$ cat config.mk
export PLATFORM = sky130hd
export DESIGN_NAME = hlc_queue
export DESIGN_NICKNAME = d
export VERILOG_FILES = /design/src/rtl/hlc_pkg.sv /design/src/rtl/hlc_queue.sv
export SDC_FILE = /design/constraint.sdc
export NUM_CORES = 1
export LEC_CHECK = 0
export ABC_AREA = 0
export ABC_CLOCK_PERIOD_IN_PS = 9000
export BUFFER_PORTS_ARGS = -buffer_cell sky130_fd_sc_hd__clkbuf_2
export CAP_MARGIN = 20
export CORE_MARGIN = 2
export CORE_UTILIZATION = 35
export DETAILED_ROUTE_END_ITERATION = 16
export SKIP_CTS_REPAIR_TIMING = 1
export SLEW_MARGIN = 30
export SYNTH_ARGS = -nofsm -noshare
export SYNTH_HDL_FRONTEND = slang
export SYNTH_SLANG_ARGS = --single-unit
$ cat constraint.sdc
create_clock -name clock -period 9 [get_ports clock]
set_input_delay 2.7 -clock clock [delete_from_list [all_inputs] [get_ports clock]]
set_output_delay 2.7 -clock clock [all_outputs]
set_load 0.03 [all_outputs]
$ cat src/rtl/hlc_pkg.sv
// Shared types, codes and constants of the hashed lookup cache.
package hlc_pkg;

   localparam int unsigned DEF_SLOTS     = 128;
   localparam int unsigned DEF_NAME_CAP  = 64;
   localparam int unsigned DEF_NODE_BITS = 32;
   localparam int unsigned HASH_MUL      = 131;
   localparam int unsigned SEED_SHIFT    = 4;

   typedef enum logic [1:0] {
      OP_LOOKUP   = 2'd0,
      OP_FILL_POS = 2'd1,
      OP_FILL_NEG = 2'd2,
      OP_UNUSED   = 2'd3
   } op_type;

   typedef enum logic [1:0] {
      ST_MISS = 2'd0,
      ST_POS  = 2'd1,
      ST_NEG  = 2'd2,
      ST_NONE = 2'd3
   } status_type;

   typedef struct packed {
      logic [1:0]  op;
      logic [31:0] parent_node;
      logic [31:0] child_node;
      logic [7:0]  name_byte;
      logic        last;
   } req_type;

   typedef struct packed {
      logic [1:0]  status;
      logic [31:0] child_node_out;
   } rsp_type;

   typedef struct packed {
      logic [1:0]  op;
      logic        cacheable;
      logic [31:0] parent;
      logic [31:0] child;
      logic [31:0] hash;
      logic [7:0]  count;
      logic        bank;
   } job_type;

   typedef struct packed {
      logic       en;
      logic       bank;
      logic [7:0] pos;
      logic [7:0] data;
   } nbw_type;

   typedef struct packed {
      logic [31:0] parent;
      logic [31:0] child;
      logic [31:0] hash;
      logic [7:0]  len;
   } meta_type;

endpackage

$ cat src/rtl/hlc_queue.sv
// Two-entry job queue between the front and the back of the cache.
module hlc_queue
   import hlc_pkg::*;
(
   input  logic    clock,
   input  logic    reset,
   input  logic    push,
   input  job_type push_job,
   output logic    full,
   output logic    head_valid,
   output job_type head_job,
   input  logic    pop
);

   job_type    entry_ff [2];
   logic       wr_ptr_ff, wr_ptr_in;
   logic       rd_ptr_ff, rd_ptr_in;
   logic [1:0] cnt_ff, cnt_in;

   assign full       = (cnt_ff == 2'd2);
   assign head_valid = (cnt_ff != 2'd0);
   assign head_job   = entry_ff[rd_ptr_ff];

   always_comb begin
      wr_ptr_in = push ? ~wr_ptr_ff : wr_ptr_ff;
      rd_ptr_in = pop ? ~rd_ptr_ff : rd_ptr_ff;
      cnt_in    = cnt_ff + {1'b0, push} - {1'b0, pop};
   end

   always_ff @(posedge clock) begin
      if (reset) begin
         wr_ptr_ff <= 1'b0;
         rd_ptr_ff <= 1'b0;
         cnt_ff    <= 2'd0;
      end else begin
         wr_ptr_ff <= wr_ptr_in;
         rd_ptr_ff <= rd_ptr_in;
         cnt_ff    <= cnt_in;
      end
   end

   always_ff @(posedge clock) begin
      if (push) begin
         entry_ff[wr_ptr_ff] <= push_job;
      end
   end

endmodule

==> results.md <==
Status:
- The run finished with clean final reports.

Logic synthesis:
- The cell count after synthesis is 357.
- Among all cell types in the netlist, the one instantiated most often is sky130_fd_sc_hd__edfxtp_1.
- The synthesized design contains 216 enable-type register cells.
- The most used flip-flop cell after synthesis is sky130_fd_sc_hd__edfxtp_1.
- The sequential fraction of the synthesis area is 81.5%.
- After synthesis the cells add up to 8080 µm².
- During synthesis, Yosys emitted a total of 0 warnings.
- The post-synthesis cell type count is 14.
- The async set-or-reset flop fraction in the synthesized netlist is 0%.
- A synthesized cell averages 22.6 µm².
- By area the synthesized netlist is led by sky130_fd_sc_hd__edfxtp_1 80%, sky130_fd_sc_hd__mux2_2 12%, sky130_fd_sc_hd__mux2_4 3.7%.
- Summed over its instances, the top area cell type makes up 80.3% of the synthesized netlist area.
- The largest total area in the synthesized netlist belongs to sky130_fd_sc_hd__edfxtp_1.
- The post-synthesis net count is 471.
- Counting flops and latches in the post-synthesis netlist gives 221.
- The commonest cells after synthesis are 216 x sky130_fd_sc_hd__edfxtp_1, 88 x sky130_fd_sc_hd__mux2_2, 20 x sky130_fd_sc_hd__mux2_4, 8 x sky130_fd_sc_hd__buf_2, 5 x sky130_fd_sc_hd__dfxtp_1.

Global routing:
- The number of global-route vias before repair came to 4491.
- The routing usage on met1 is 14.4%.
- The number of antenna violations at the first check in global routing was 0.
- For this run the aggregate overflow at the end of global routing stands at 0.
- The first-pass GRT wire length is 23500 µm.
- For met3 alone, demand over resource in global routing was 4.03%.
- In this run the most used layer during global routing was met2.
- The met2 track demand over resource in global routing is 21.5%.
- In the global route stage, overall resource usage came out at 12.3%.
- Entering global routing, the biggest net connects 58 pins.

Worst setup path:
- The arrival time at the worst endpoint is 2.76 ns.
- The startpoint identified for the worst register-to-register timing path is wr_ptr_ff.
- STA classifies the critical path endpoint as an output pin.
- STA puts the critical path data required time at 6.30 ns.
- The critical path start-end classification is reg2out.
- The largest fanout on the critical path is 57.
- STA classifies the critical path startpoint as a register.

Floorplan:
- The width of the chip is 156 µm.
- The area of the core region is 22600 µm².
- During I/O placement, the number of pins put on the boundary was 222.
- In this run the core area contains 55 standard-cell rows.
- For this configuration, the core starts out at a cell density of 35.7%.
- The die boundary height is 156 µm.
- The floorplan step defined a die boundary enclosing 24300 µm².

Timing:
- For the finished layout, the period the worst path requires is 5.46 ns.
- The total count of max-transition violations in the final report was 0.
- The worst slew margin relative to its limit is 44.7%.
- The maximum clock skew at final layout is 0.00937 ns.
- The final-report hold violation count was 0.
- The slew at the pin closest to its max-slew limit is 0.829 ns.
- After layout, the worst path uses 60.7% of the clock period.
- Timing would allow up to 0.183 GHz.
- Setup slack on the critical path of the routed design comes to 3.54 ns.
- Setup violations remaining at the end of the flow were counted as 0.
- Setup repair after global routing left no endpoint under its margin.
- Hold timing on the final database bottoms out at a slack of 0.543 ns.
- The post-route setup TNS is 0 ns.

Layout:
- The area of the multi-input gates is 1410 µm².
- The share of the core filled with cells in the final layout is 45.5%.
- The area overhead of the layout relative to synthesis is 27.4%.
- The post-route netlist has 60.1% of its cells at a drive strength greater than 1.
- With fillers left out, the area of the finished cells amounts to 10300 µm².
- Registers take 6590 µm².
- After filler insertion, the fill cell instance count of the layout stands at 1944.
- The total inserted antenna cells is 0.
- The layout net count is 710.

Route:
- Once detail routing completed, the nets flagged for antenna violations numbered 0.
- The first-pass iteration count of the detailed router is 4.
- The detailed-route wire length per cell is 17.0 µm.
- For this run, design rule violations remaining after detail routing come to 0.
- Summed over all layers, the routed wires come to 15300 µm.
- In this run, the number of DRC markers left after iteration 0 of detailed routing was 174.
- The routed layout has 4098 vias.
- The average vias per placed instance is 4.56.

Placed design:
- Once placement finished, the instance area stood at 9500 µm².
- The count of buffers inserted at the top-level ports is 221.
- The routability-driven placement congestion ratio is 0.690.
- Timing analysis after detailed placement gives a worst setup slack of 4.00 ns.
- The half-perimeter wire length of the detailed placement result is 10200 µm.

Min path:
- In this run the most critical hold path is launched from rd_ptr_ff.
- The class of the tightest hold or removal check is reg2reg.

Clock network:
- The number of clock buffers inserted by TritonCTS is 24.
- The number of clock sinks is 221.
- No sink is reached through more buffers than the 3 on the longest clock path.
- CTS placed an instance of sky130_fd_sc_hd__clkbuf_16 at the clock tree root.
- The TritonCTS clock tree is built.
- The total number of H-tree levels is 1.
- The clock latency on the worst-skew pair is 0.50 ns.
- Clock-pin slew was measured on the worst setup and hold paths at 0.06 ns.

Pwr:
- Registers are responsible for 48.5% of the overall power.
- The analysis attributes to cell leakage a power of 3.94 nW.
- IR analysis of the VDD net gives a maximum drop of 0.158 mV.
- The switching power summed over all nets is 0.601 mW.
- Dividing total power by cell area gives a power density of 246 nW/µm².
- The share of power burned in combinational logic is 13.1%.
- The internal power contribution is 1.93 mW.
- Of the total power, the share spent switching nets is 23.8%.
- The clock network accounts for 38.4% of the total power.

Flow run:
- Max-cap violations in this run came to 0.
sequential cells by signal, indices dropped and copies added (netlist names), named ones only:
name,count
entry_ff,216
wr_ptr_ff,1
cnt_ff,2
rd_ptr_ff,1
critical path, cell delays in order (launching register included):
cell and delay [ns]:
sky130_fd_sc_hd__dfxtp_4 0.83, sky130_fd_sc_hd__buf_4 0.78, sky130_fd_sc_hd__mux2_2 0.43, sky130_fd_sc_hd__clkbuf_2 0.19
kinds of logic after synthesis:
family	count (synthesis)	synth area share (%)
XOR/XNOR	3	0.495
adder cells (fa/ha/maj)	2	0.310
buffers and inverters	14	1.15
flip-flops	221	81.5
multiplexers	108	16.0
AND/OR/NAND/NOR	9	0.573
per-stage QoR:
stage,power (mW),std cells
2_1_floorplan,1.48,357
3_3_place_gp,1.58,855
3_5_place_dp,1.59,855
4_1_cts,2.57,899
5_1_grt,2.63,899
6_report,2.53,899
final timing paths:
kind / slack (ns) / end / depth (start not counted)
setup / recovery: 3.54 / head_job[80] / 3
setup reg to reg: 6.78 / entry_ff[1][94] / 2
hold / removal: 0.54 / register / 2
hold reg to reg: 0.54 / register / 2
layer usage:
metal  up-vias  part of all wire (%)
met1      2016                    40
li1       1904                     -
met4         0                   2.0
met5         -                     0
met3        28                   8.4
met2       150                    49
power groups by stage:
stage / combinational [mW] / sequential (mW) / clock, mW
after floorplan: 0.242 / 1.24 / 0
after global placement: 0.331 / 1.25 / 0
after detailed placement: 0.337 / 1.25 / 0
after CTS: 0.338 / 1.23 / 1.01
after global routing: 0.354 / 1.23 / 1.04
final: 0.332 / 1.23 / 0.970
cell usage in the layout (no fill, tap or decap):
master / instances
sky130_fd_sc_hd__or2_2: 1
sky130_fd_sc_hd__clkbuf_16: 25
sky130_fd_sc_hd__clkbuf_1: 10
sky130_fd_sc_hd__clkinv_1: 2
sky130_fd_sc_hd__mux2_4: 20
sky130_fd_sc_hd__nor2b_4: 1
sky130_fd_sc_hd__clkbuf_8: 1
sky130_fd_sc_hd__buf_4: 4
sky130_fd_sc_hd__nor2b_1: 2
sky130_fd_sc_hd__inv_1: 2
sky130_fd_sc_hd__dfxtp_1: 4
sky130_fd_sc_hd__clkbuf_2: 221
sky130_fd_sc_hd__bufinv_16: 3
sky130_fd_sc_hd__mux2_2: 88
sky130_fd_sc_hd__xnor3_1: 1
sky130_fd_sc_hd__nor2_1: 4
sky130_fd_sc_hd__xnor2_1: 2
sky130_fd_sc_hd__clkinv_2: 3
sky130_fd_sc_hd__edfxtp_1: 216
sky130_fd_sc_hd__dfxtp_4: 1
sky130_fd_sc_hd__and2_4: 1
sky130_fd_sc_hd__ha_1: 2
area by class of cell:
type / instances / area share (%)
inverter: 2 / 0.0729
clock inverter: 8 / 1.09
multi-input combinational: 122 / 13.7
tap: 285 / 3.46
timing repair buffer: 225 / 11.0
clock buffer: 36 / 6.58
sequential: 221 / 64.0
No activity file was read; power rests on OpenSTA's default activity.
