### src/rtl/hlc_pkg.sv
// Shared types, codes and constants of the hashed lookup cache.
package hlc_pkg;

   localparam int unsigned DEF_SLOTS     = 128;
   localparam int unsigned DEF_NAME_CAP  = 64;
   localparam int unsigned DEF_NODE_BITS = 32;
   localparam int unsigned HASH_MUL      = 131;
   localparam int unsigned SEED_SHIFT    = 4;

   typedef enum logic [1:0] {
      OP_LOOKUP   = 2'd0,
      OP_FILL_POS = 2'd1,
      OP_FILL_NEG = 2'd2,
      OP_UNUSED   = 2'd3
   } op_type;

   typedef enum logic [1:0] {
      ST_MISS = 2'd0,
      ST_POS  = 2'd1,
      ST_NEG  = 2'd2,
      ST_NONE = 2'd3
   } status_type;

   typedef struct packed {
      logic [1:0]  op;
      logic [31:0] parent_node;
      logic [31:0] child_node;
      logic [7:0]  name_byte;
      logic        last;
   } req_type;

   typedef struct packed {
      logic [1:0]  status;
      logic [31:0] child_node_out;
   } rsp_type;

   typedef struct packed {
      logic [1:0]  op;
      logic        cacheable;
      logic [31:0] parent;
      logic [31:0] child;
      logic [31:0] hash;
      logic [7:0]  count;
      logic        bank;
   } job_type;

   typedef struct packed {
      logic       en;
      logic       bank;
      logic [7:0] pos;
      logic [7:0] data;
   } nbw_type;

   typedef struct packed {
      logic [31:0] parent;
      logic [31:0] child;
      logic [31:0] hash;
      logic [7:0]  len;
   } meta_type;

endpackage

### src/rtl/hlc_front.sv
// Front end: takes name bytes, extends the hash and hands finished names on as jobs.
module hlc_front
   import hlc_pkg::*;
#(
   parameter int unsigned NAME_CAP  = DEF_NAME_CAP,
   parameter int unsigned NODE_BITS = DEF_NODE_BITS
) (
   input  logic    clock,
   input  logic    reset,
   input  logic    req_valid,
   output logic    req_ready,
   input  req_type req_payload,
   input  logic    clear_done,
   input  logic    q_full,
   output logic    push,
   output job_type push_job,
   output nbw_type nbw
);

   localparam int unsigned CW = $clog2(NAME_CAP + 1);
   localparam int unsigned PB = (NODE_BITS < 32) ? NODE_BITS : 32;
   localparam logic [31:0] PMASK = (PB >= 32) ? 32'hFFFF_FFFF :
                                   32'((64'd1 << PB) - 64'd1);

   logic [31:0]   hash_ff, hash_in;
   logic [CW-1:0] count_ff, count_in;
   logic          tl_ff, tl_in;
   logic          bank_ff, bank_in;

   logic          accept, live, store, cacheable;
   logic [31:0]   parent_m, seed, hash_new;
   logic [CW-1:0] count_new;
   logic          tl_new;

   always_comb begin
      req_ready = clear_done && !q_full;
      accept    = req_valid && req_ready;
      parent_m  = req_payload.parent_node & PMASK;
      live      = accept && (parent_m != 32'd0);
      seed      = ((count_ff == '0) && !tl_ff) ? (parent_m >> SEED_SHIFT) : hash_ff;
      hash_new  = (seed << 7) + (seed << 1) + seed + {24'd0, req_payload.name_byte};
      store     = !tl_ff && (count_ff < CW'(NAME_CAP));
      count_new = store ? count_ff + CW'(1) : count_ff;
      tl_new    = tl_ff || !store;
      cacheable = !tl_new && (count_new < CW'(NAME_CAP));

      push = live && req_payload.last &&
             ((req_payload.op == OP_LOOKUP) ||
              (cacheable && (((req_payload.op == OP_FILL_POS) &&
                              (req_payload.child_node != 32'd0)) ||
                             (req_payload.op == OP_FILL_NEG))));

      push_job.op        = req_payload.op;
      push_job.cacheable = cacheable;
      push_job.parent    = parent_m;
      push_job.child     = (req_payload.op == OP_FILL_POS) ? req_payload.child_node : 32'd0;
      push_job.hash      = hash_new;
      push_job.count     = 8'(count_new);
      push_job.bank      = bank_ff;

      nbw.en   = live && store;
      nbw.bank = bank_ff;
      nbw.pos  = 8'(count_ff);
      nbw.data = req_payload.name_byte;

      hash_in  = hash_ff;
      count_in = count_ff;
      tl_in    = tl_ff;
      bank_in  = push ? ~bank_ff : bank_ff;
      if (live) begin
         if (req_payload.last) begin
            hash_in  = 32'd0;
            count_in = '0;
            tl_in    = 1'b0;
         end else begin
            hash_in  = hash_new;
            count_in = count_new;
            tl_in    = tl_new;
         end
      end
   end

   always_ff @(posedge clock) begin
      if (reset) begin
         hash_ff  <= 32'd0;
         count_ff <= '0;
         tl_ff    <= 1'b0;
         bank_ff  <= 1'b0;
      end else begin
         hash_ff  <= hash_in;
         count_ff <= count_in;
         tl_ff    <= tl_in;
         bank_ff  <= bank_in;
      end
   end

endmodule

### config.mk
export PLATFORM = sky130hd
export DESIGN_NAME = hlc_front
export DESIGN_NICKNAME = d
export VERILOG_FILES = /design/src/rtl/hlc_pkg.sv /design/src/rtl/hlc_front.sv
export SDC_FILE = /design/constraint.sdc
export NUM_CORES = 1
export LEC_CHECK = 0
export BUFFER_PORTS_ARGS = -buffer_cell sky130_fd_sc_hd__buf_4
export CORE_MARGIN = 4
export CORE_UTILIZATION = 55
export CTS_BUF_LIST = sky130_fd_sc_hd__clkbuf_4
export CTS_CLUSTER_DIAMETER = 30
export DETAILED_ROUTE_END_ITERATION = 12
export PLACE_DENSITY_LB_ADDON = 0.1
export SYNTH_ARGS = -nofsm -noshare
export SYNTH_HDL_FRONTEND = slang
export SYNTH_SLANG_ARGS = --single-unit
export TNS_END_PERCENT = 20
### constraint.sdc
create_clock -name clock -period 11.9 [get_ports clock]
set_input_delay 0.595 -clock clock [delete_from_list [all_inputs] [get_ports clock]]
set_output_delay 0.595 -clock clock [all_outputs]
set_load 0.02 [all_outputs]
==> results.md, run 1 <==
* Commonest non-fill, non-tap cell in the layout: buf_4
* Number of post-CTS setup repair buffers at 0
* Cell variety after synth at 58
* Ys Warns at 0
* Avg Cell Area, Syn at 8.28 um^2
* Largest net degree at the start of global routing at 33
* Logic gate share of total power at 0.778
* Worst R2R Path Depth at 16
* Largest family of logic cells by synthesized area: adder cells
* Post-DR wirelength/cell at 18.4 um
* R2r setup slk at 6.90 ns
* Global-route wire length before repair at 27,000 um
* Most frequent cells in the layout: buf_4, inv_1, ha_1
* TNS Setup at 0 ns
* Antenna cells at 0
* CP arrival at 5.31 ns
* Worst hold margin at 0.498 ns
* Initial antenna violation count at 0
* Reg power frac at 0.148
* Hold WC Path Type: in -> reg
* Cell area after synthesis at 5490 um^2
* Cell family with most CP delay: adder cells
* WP depth at 16
* Max Slew Vio Count at 0
* Clk Tree Root Cell: clkbuf_4
* Post-synthesis mux area share at 0.0574
* Crit path to: push_job[39]
* Fraction of registers with async set/reset at 0
* Post-route setup slack at 5.99 ns
* Final setup fails at 0
* Clock Skew at 0.0205 ns
* Synth Area in Compound Gates at 0.179
* Largest stage delay, worst path at 0.55 ns
* P_leak at 3.41 nW
* Detailed Route Iter0 Violations at 302
* Rows at 36
* CTS H-tree depth at 2
* Power Dens Cells at 147 nW/um^2
* WL final at 17,300 um
* VDD IR-drop max at 103 uV
* Vias in the first global route at 5,468
* Clock buffer depth at 2
* Setup slack at placement at 6.40 ns
* Core ar. at 9730 um^2
* Detailed Routing Iterations Pass 1 at 5
* Post-Synth Adder-Cell Area at 0.252
* Port buffer count at 205
* Setup Crit Path Kind: reg -> out
* Gr usage total at 0.294
* Routed Antenna Nets at 0
* Reg clk slew, reported paths at 0.14 ns
* CP Launch Type: register
* Ys flop type: dfxtp_1
* WP buf/inv at 3
* Fin crit period at 5.91 ns
* Initial core utilization at 0.564
* GPL Wtd Cong at 0.999
* Num ports at 208
* Post-CTS Resized at 0
* Post-Synth XOR/XNOR Area at 0.0606
* CP Launch Point: count_ff[2]
* Global route overflow at 0
* Skew-Pair Late Insertion Delay at 0.37 ns
* Simple-gate share of the synthesized area at 0.168
* Total power at 0.00100 W
* Final Hold Vio Count at 0
* Synthesis-to-finish area growth at 24.2%
* Number of remaining DRC errors at 0
* DIE WIDTH at 108 um
* Share of the clock period used by the worst path at 0.496
* Synth Register Bits at 41
* Die height at 108 um
* WP data required at 11.31 ns
* CP endpoint kind: primary output
* Layout cells sized above 1 at 0.292
* Critical Path, Cell by Cell: nor4_2 > nand3_2 > buf_4 > mux2i_1 > fa_1 > inv_1 > ha_1 > ha_1 > a21o_1 > a21o_1 > a21oi_1 > nand3b_1 > o21ai_0 > a21oi_1 > xnor2_1 > buf_4
* Gate Count Post-Synth at 663
* Switching pwr at 0.000524 W
* Vias/cell at 5.71
* Post-synth EDFFs at 0
* Internal Pwr Total at 0.000479 W
* Reg2Reg Launch Point: count_ff[2]
* Vias after detailed routing at 5,375
* CP max FO at 21
* DP Wirelength at 14,900 um
* Worst reg2reg path endpoint: hash_ff[30]
* Outcome: finished, final reports clean
* CTS tree: done
* Clk pwr share at 0.074
* Max Clk Rate at 169 MHz
* Tightest Pin Transition at 0.938 ns
* Post-layout nets at 980
* Post-CTS Hold Buffers at 0
* Die area at 11,600 um^2
* Max-cap violations at 0
* Crit-path slowest cell: mux2i_1
* RSZ-0062 raised after global routing: no
* Post-synthesis sequential area ratio at 0.149
* Switching Fraction at 0.522
* CTS buffer count at 5
* Slew margin rel. at 0.373
* CTS sink cnt at 41
-- state kept, by name (all words and copies together) (netlist names) --
name	count
count_ff	7
tl_ff	1
bank_ff	1
hash_ff	32
-- synthesized netlist by cell type, drive strengths merged (13+ instances only) --
library cell / number / share of area
a21oi: 41 / 0.040
a22o: 18 / 0.029
and2: 43 / 0.049
buf: 59 / 0.075
clkbuf: 13 / 0.0089
dfxtp: 41 / 0.15
fa: 29 / 0.11
ha: 64 / 0.15
inv: 70 / 0.048
mux2i: 27 / 0.049
nand2: 24 / 0.016
nor2: 39 / 0.028
nor4: 18 / 0.022
o21ai: 26 / 0.024
xnor2: 22 / 0.035
xor2: 16 / 0.026
-- worst min-delay path by stage --
| stage | slack, ns | from | cells after the start | endpoint |
|---|---|---|---|---|
| 2_1_floorplan | 0.43 | hash_ff[28] | 1 | hash_ff[28] |
| 3_3_place_gp | 0.46 | hash_ff[25] | 1 | hash_ff[25] |
| 3_5_place_dp | 0.46 | hash_ff[22] | 1 | hash_ff[22] |
| 4_1_cts | 0.48 | req_payload[0] | 2 | count_ff[6] |
| 5_1_grt | 0.49 | req_payload[0] | 2 | count_ff[6] |
| 6_report | 0.50 | req_payload[0] | 2 | count_ff[6] |
-- layout make-up --
class | instances | area, um^2
Clock buffer | 5 | 37.5
Tap cell | 133 | 166
Multi-Input combinational cell | 480 | 3950
Sequential cell | 41 | 821
Fill cell | 825 | 2910
Clock inverter | 3 | 17.5
Timing Repair Buffer | 208 | 1560
Inverter | 71 | 267
-- power groups by stage --
stage	clock network, W	registers, W	logic [W]
CTS	0.0000751	0.000149	0.000778
global route	0.0000794	0.000149	0.000848
finish	0.0000741	0.000149	0.000781
detailed placement	0	0.000152	0.000775
global placement	0	0.000151	0.000764
floorplan	0	0.000150	0.000509
-- metrics by stage --
stage,util,cell area [um^2],cells
after floorplan,-,5500,664
after global placement,0.695,6770,933
after detailed placement,0.695,6770,933
after CTS,0.701,6820,941
after global routing,0.701,6820,941
final,0.701,6820,941
-- kinds of logic after synthesis --
| group | after synthesis |
|---|---|
| AOI/OAI and AO/OA | 144 |
| xor gates and xnor gates | 38 |
| adders and majority gates | 93 |
| buffers and inverters | 143 |
| DFF | 41 |
| muxes | 31 |
| other | 1 |
| and+or+nand+nor | 172 |
-- layer usage --
metal,vias up,routed length (um),GRT usage
met1,2562,6600,0.335
met5,-,0,0
met2,232,8970,0.541
li1,2532,-,-
met4,0,717,0.121
met3,49,1060,0.0468
Power figures use the tool's default switching activity.
==> run 2: changes to the inputs <==
--- a/config.mk
+++ b/config.mk
@@ -5,9 +5,10 @@
 export SDC_FILE = /design/constraint.sdc
 export NUM_CORES = 1
 export LEC_CHECK = 0
+export ABC_AREA = 1
 export BUFFER_PORTS_ARGS = -buffer_cell sky130_fd_sc_hd__buf_4
 export CORE_MARGIN = 4
-export CORE_UTILIZATION = 55
+export CORE_UTILIZATION = 54
 export CTS_BUF_LIST = sky130_fd_sc_hd__clkbuf_4
 export CTS_CLUSTER_DIAMETER = 30
 export DETAILED_ROUTE_END_ITERATION = 12
==> constraint.sdc (replaced) <==
create_clock -name clock -period 5.6 [get_ports clock]
set_input_delay 0.28 -clock clock [delete_from_list [all_inputs] [get_ports clock]]
set_output_delay 0.28 -clock clock [all_outputs]
set_load 0.02 [all_outputs]
==> results.md, run 2 <==
* Clock buffer depth at 2
* Synth Register Bits at 41
* Vias after detailed routing at 6,599
* Fin crit period at 5.21 ns
* CTS sink cnt at 41
* Max Clk Rate at 192 MHz
* Global-route wire length before repair at 29,100 um
* Ys flop type: dfxtp_1
* Largest cells by area after synthesis: nand2_1, dfxtp_1, ha_1
* Worst R2R Path Depth at 20
* DIE WIDTH at 117 um
* Clk Tree Root Cell: clkbuf_4
* Setup Crit Path Kind: reg -> out
* Num ports at 208
* Slew margin rel. at 0.301
* Post-CTS Hold Buffers at 0
* Number of remaining DRC errors at 0
* Dpl cells at 1,274
* Gr usage total at 0.272
* RSZ-0062 raised after global routing: no
* Cell variety after synth at 39
* CTS H-tree depth at 2
* Port buffer count at 205
* Initial antenna violation count at 0
* Largest regs: hash_ff: 32 flops, count_ff: 7 flops
* Largest net degree at the start of global routing at 42
* Post-CTS Resized at 0
* Post-layout nets at 1,311
* Detailed Route Iter0 Violations at 488
* Commonest cells post-synth: nand2_1, inv_1, nor2_1
* Reg clk slew, reported paths at 0.13 ns
* Skew-Pair Late Insertion Delay at 0.37 ns
* Finished Layout Cells at 1,282
* Fraction of registers with async set/reset at 0
* Share of the synthesized area in the top cell type at 0.132
* Top-count cell post-synth: nand2_1
* Most frequent cells in the layout: nand2_1, buf_4, inv_1
* Synthesis-to-finish area growth at 21.1%
* Power Dens Cells at 312 nW/um^2
* WL final at 19,400 um
* Die area at 13,600 um^2
* Hold WC Path Type: in -> reg
* Post-DR wirelength/cell at 15.1 um
* DP Wirelength at 16,700 um
* Setup slack at placement at 0.822 ns
* Layout cells sized above 1 at 0.235
* Max Slew Vio Count at 0
* Core ar. at 11,500 um^2
* CTS tree: done
* Vias in the first global route at 5,907
* Post-synth EDFFs at 0
* Routed Antenna Nets at 0
* Clock Skew at 0.0126 ns
* CP max FO at 19
* Gate Count Post-Synth at 990
* CP endpoint kind: primary output
* Worst hold margin at 0.238 ns
* Final setup fails at 0
* GPL Wtd Cong at 0.977
* Max-cap violations at 0
* Commonest non-fill, non-tap cell in the layout: nand2_1
* Largest register by flop count: hash_ff
* Hold path cells at 4
* Share of the clock period used by the worst path at 0.931
* CP Launch Type: register
* Die height at 117 um
* Outcome: finished, final reports clean
* Ys Warns at 0
* WP data required at 5.32 ns
* Avg Cell Area, Syn at 6.45 um^2
* P_leak at 4.29 nW
* Synth area leader: nand2_1
* Post-route setup slack at 0.388 ns
* Post-synthesis sequential area ratio at 0.129
* Largest register FFs at 32
* Tightest Pin Transition at 1.05 ns
* Number of post-CTS setup repair buffers at 0
* VDD IR-drop max at 221 uV
* Final Hold Vio Count at 0
* Rows at 39
* Global route overflow at 0
* Initial core utilization at 0.554
* CP arrival at 4.93 ns
* Cell area after synthesis at 6380 um^2
* TNS Setup at 0 ns
* Detailed Routing Iterations Pass 1 at 5
* Antenna cells at 0
* CTS buffer count at 5
* Vias/cell at 5.15
[run 2: cell type report]
cell class,instances,area (um^2)
well taps,143,179
clock buffers,5,37.5
multi-input cells,698,4400
fillers,1114,3790
inverters,184,691
clock inverters,3,41.3
flip-flops and latches,41,821
repair buffers,208,1560
[run 2: kinds of logic after synthesis]
family	synth area share
muxes	0.0235
AOI/OAI and AO/OA	0.0941
buffers and inverters	0.183
adders and majority gates	0.216
DFF	0.129
xor gates and xnor gates	0.0322
and+or+nand+nor	0.322
other	0.000588
[run 2: path summary, 6_finish.rpt]
kind | from | to | slack (ns)
min reg2reg | hash_ff[23] | hash_ff[23] | 0.47
min | req_payload[0] | count_ff[2] | 0.24
max | count_ff[0] | push_job[38] | 0.39
max reg2reg | count_ff[0] | hash_ff[22] | 1.02
[run 2: routing by layer]
metal	share of wire	global-route usage	up-vias
met3	0.060	0.0363	30
met5	0	0	-
met1	0.43	0.359	3032
met2	0.49	0.466	205
met4	0.025	0.0742	0
li1	-	-	3332
[run 2: where the power goes]
part	switching, W	internal [W]	total, W
sequential	0.00000738	0.000306	0.000313
clock	0.000106	0.0000924	0.000199
combinational	0.00119	0.000704	0.00190
total	0.00131	0.00110	0.00241
[run 2: critical path, cell delays in order (launching register included)]
cell and delay (ns):
dfxtp_1 0.39, inv_1 0.07, ha_1 0.16, nand3_1 0.13, nor2_4 0.51, buf_4 0.31, mux2i_1 0.46, fa_1 0.47
inv_1 0.06, ha_1 0.22, ha_1 0.39, nand2_1 0.16, inv_1 0.05, a21oi_1 0.26, o21ai_0 0.22, a21oi_1 0.25
nand3_1 0.11, and2_1 0.17, buf_4 0.15
[run 2: metrics by stage]
step / total power, W / cell area, um^2 / util
final: 0.00241 / 7730 / 0.671
after global routing: 0.00262 / 7730 / 0.671
after CTS: 0.00241 / 7730 / 0.671
after detailed placement: 0.00221 / 7650 / 0.664
after global placement: 0.00220 / 7650 / 0.664
after floorplan: 0.00157 / 6390 / -
==> run 3: changes to the inputs <==
--- a/config.mk
+++ b/config.mk
@@ -7,12 +7,14 @@
 export LEC_CHECK = 0
 export ABC_AREA = 1
 export BUFFER_PORTS_ARGS = -buffer_cell sky130_fd_sc_hd__buf_4
+export CAP_MARGIN = 20
 export CORE_MARGIN = 4
 export CORE_UTILIZATION = 54
 export CTS_BUF_LIST = sky130_fd_sc_hd__clkbuf_4
 export CTS_CLUSTER_DIAMETER = 30
 export DETAILED_ROUTE_END_ITERATION = 12
-export PLACE_DENSITY_LB_ADDON = 0.1
+export PLACE_DENSITY = 0.84
+export SETUP_SLACK_MARGIN = 0.3
 export SYNTH_ARGS = -nofsm -noshare
 export SYNTH_HDL_FRONTEND = slang
 export SYNTH_SLANG_ARGS = --single-unit
==> results.md, run 3 (synthesis results as in run 2) <==
* Outcome: finished, final reports clean
* Post-route setup slack at 0.628 ns
* Setup slack at placement at 0.901 ns
* Post-layout nets at 1,318
* GPL Wtd Cong at 1.02
* Synthesis-to-finish area growth at 21.4%
* Number of remaining DRC errors at 0
* Detailed Routing Iterations Pass 1 at 5
* Total power at 0.00235 W
* WP data required at 5.32 ns
* Vias after detailed routing at 6,700
* Routed Antenna Nets at 0
* Vias/cell at 5.20
* Rows at 39
* Global-route wire length before repair at 28,700 um
* Clock Skew at 0.0165 ns
* CP endpoint kind: primary output
* Clock buffer depth at 2
* CP arrival at 4.69 ns
* Layout cells sized above 1 at 0.239
* Global route overflow at 0
* WP buf/inv at 5
* Hold WC Path Type: in -> reg
* Max Slew Vio Count at 0
* Detailed Route Iter0 Violations at 475
* Post-DR wirelength/cell at 14.9 um
* Fin area at 7750 um^2
* Fin crit period at 4.97 ns
* Antenna cells at 0
* Most frequent cells in the layout: nand2_1, buf_4, inv_1
* WL final at 19,200 um
* Commonest non-fill, non-tap cell in the layout: nand2_1
* Die area at 13,600 um^2
* Crit-path slowest cell: mux2i_1
* Largest register FFs at 32
* Share of the clock period used by the worst path at 0.888
* TNS Setup at 0 ns
* P_leak at 4.31 nW
* Gr usage total at 0.264
* Cell family with most CP delay: adder cells
* Tightest Pin Transition at 0.990 ns
* Power Dens Cells at 303 nW/um^2
* RSZ-0062 raised after global routing: yes
* Final setup fails at 0
* Largest stage delay, worst path at 0.57 ns
* CP Launch Type: register
* Skew-Pair Late Insertion Delay at 0.36 ns
* Dpl cell area at 7650 um^2
* Port buffer count at 205
* DIE WIDTH at 117 um
* Clk Tree Root Cell: clkbuf_4
* Die height at 117 um
* Finished Layout Cells at 1,288
* Largest net degree at the start of global routing at 42
* Vias in the first global route at 5,935
* Reg clk slew, reported paths at 0.13 ns
* CTS sink cnt at 41
* Dpl cells at 1,274
* CTS H-tree depth at 2
* Largest regs: hash_ff: 32 flops, count_ff: 7 flops
* CP max FO at 12
* Num ports at 208
* CTS buffer count at 5
* Initial antenna violation count at 0
* Final Hold Vio Count at 0
* Max Clk Rate at 201 MHz
* VDD IR-drop max at 243 uV
* CTS tree: done
* Initial core utilization at 0.554
* Slew margin rel. at 0.338
* Largest register by flop count: hash_ff
* DP Wirelength at 16,400 um
* Critical Path, Cell by Cell: inv_1 > ha_1 > nand3_1 > nor2_4 > buf_4 > mux2i_1 > fa_1 > inv_1 > ha_1 > ha_1 > nand2_1 > inv_1 > a21oi_1 > o21ai_0 > a21oi_1 > nand3_1 > and2_1 > buf_4
* Core ar. at 11,500 um^2
* Setup Crit Path Kind: reg -> out
* Post-CTS Hold Buffers at 0
* Max-cap violations at 0
-- run 3: cell count changes in the layout (fill, tap and decap cells not counted) --
cell	change
bufinv_16	-1
o21ai_1	+3
o21ai_0	-3
buf_4	+7
-- run 3: where the power goes --
group          internal (W)  total (W)  switching, W
Combinational      0.000706    0.00189       0.00118
Clock             0.0000453   0.000149      0.000103
Sequential         0.000306   0.000313    0.00000761
-- run 3: what timing repair did --
action                                  CTS  global route
endpoints found under the setup margin    0            16
setup buffers                             0             7
gates resized for setup                   0             3
-- run 3: final timing paths --
| path | from | to | slack (ns) | cells after the start |
|---|---|---|---|---|
| hold reg to reg | hash_ff[6] | hash_ff[6] | 0.47 | 2 |
| hold / removal | req_valid | tl_ff | 0.31 | 5 |
| setup / recovery | count_ff[0] | push_job[38] | 0.63 | 18 |
| setup reg to reg | count_ff[0] | hash_ff[30] | 1.22 | 22 |
-- run 3: layout make-up --
class                      count  area, um^2
multi-input combinational    698        4400
fill                        1087        3760
timing repair buffer         215        1610
sequential                    41         821
inverter                     184         691
tap                          143         179
clock buffer                   5        37.5
clock inverter                 2        11.3
-- run 3: stage by stage --
| stage | hold slack (ns) | util |
|---|---|---|
| 2_1_floorplan | 0.439 | - |
| 3_3_place_gp | 0.449 | 0.664 |
| 3_5_place_dp | 0.454 | 0.664 |
| 4_1_cts | 0.298 | 0.669 |
| 5_1_grt | 0.314 | 0.673 |
| 6_report | 0.307 | 0.673 |
-- run 3: worst reg2reg max path, cell delays in order, from the launching register on --
cell and delay [ns]:
dfxtp_1 0.39, inv_1 0.08, ha_1 0.16, nand3_1 0.12, nor2_4 0.27, buf_4 0.17, mux2i_1 0.17, buf_4 0.18
xor2_1 0.16, inv_1 0.06, ha_1 0.18, o21bai_1 0.16, fa_1 0.45, ha_1 0.39, a21oi_1 0.29, o21ai_1 0.21
nand2_1 0.14, nand3_2 0.18, nand2_1 0.15, nand2_1 0.06, nand2_1 0.07, nand3_1 0.13, a21oi_1 0.16
-- run 3: layer usage --
layer	share of wire	vias up	track usage
li1	-	3355	-
met1	0.44	3059	0.367
met2	0.47	251	0.429
met3	0.067	35	0.0306
met4	0.029	0	0.0826
met5	0	-	0
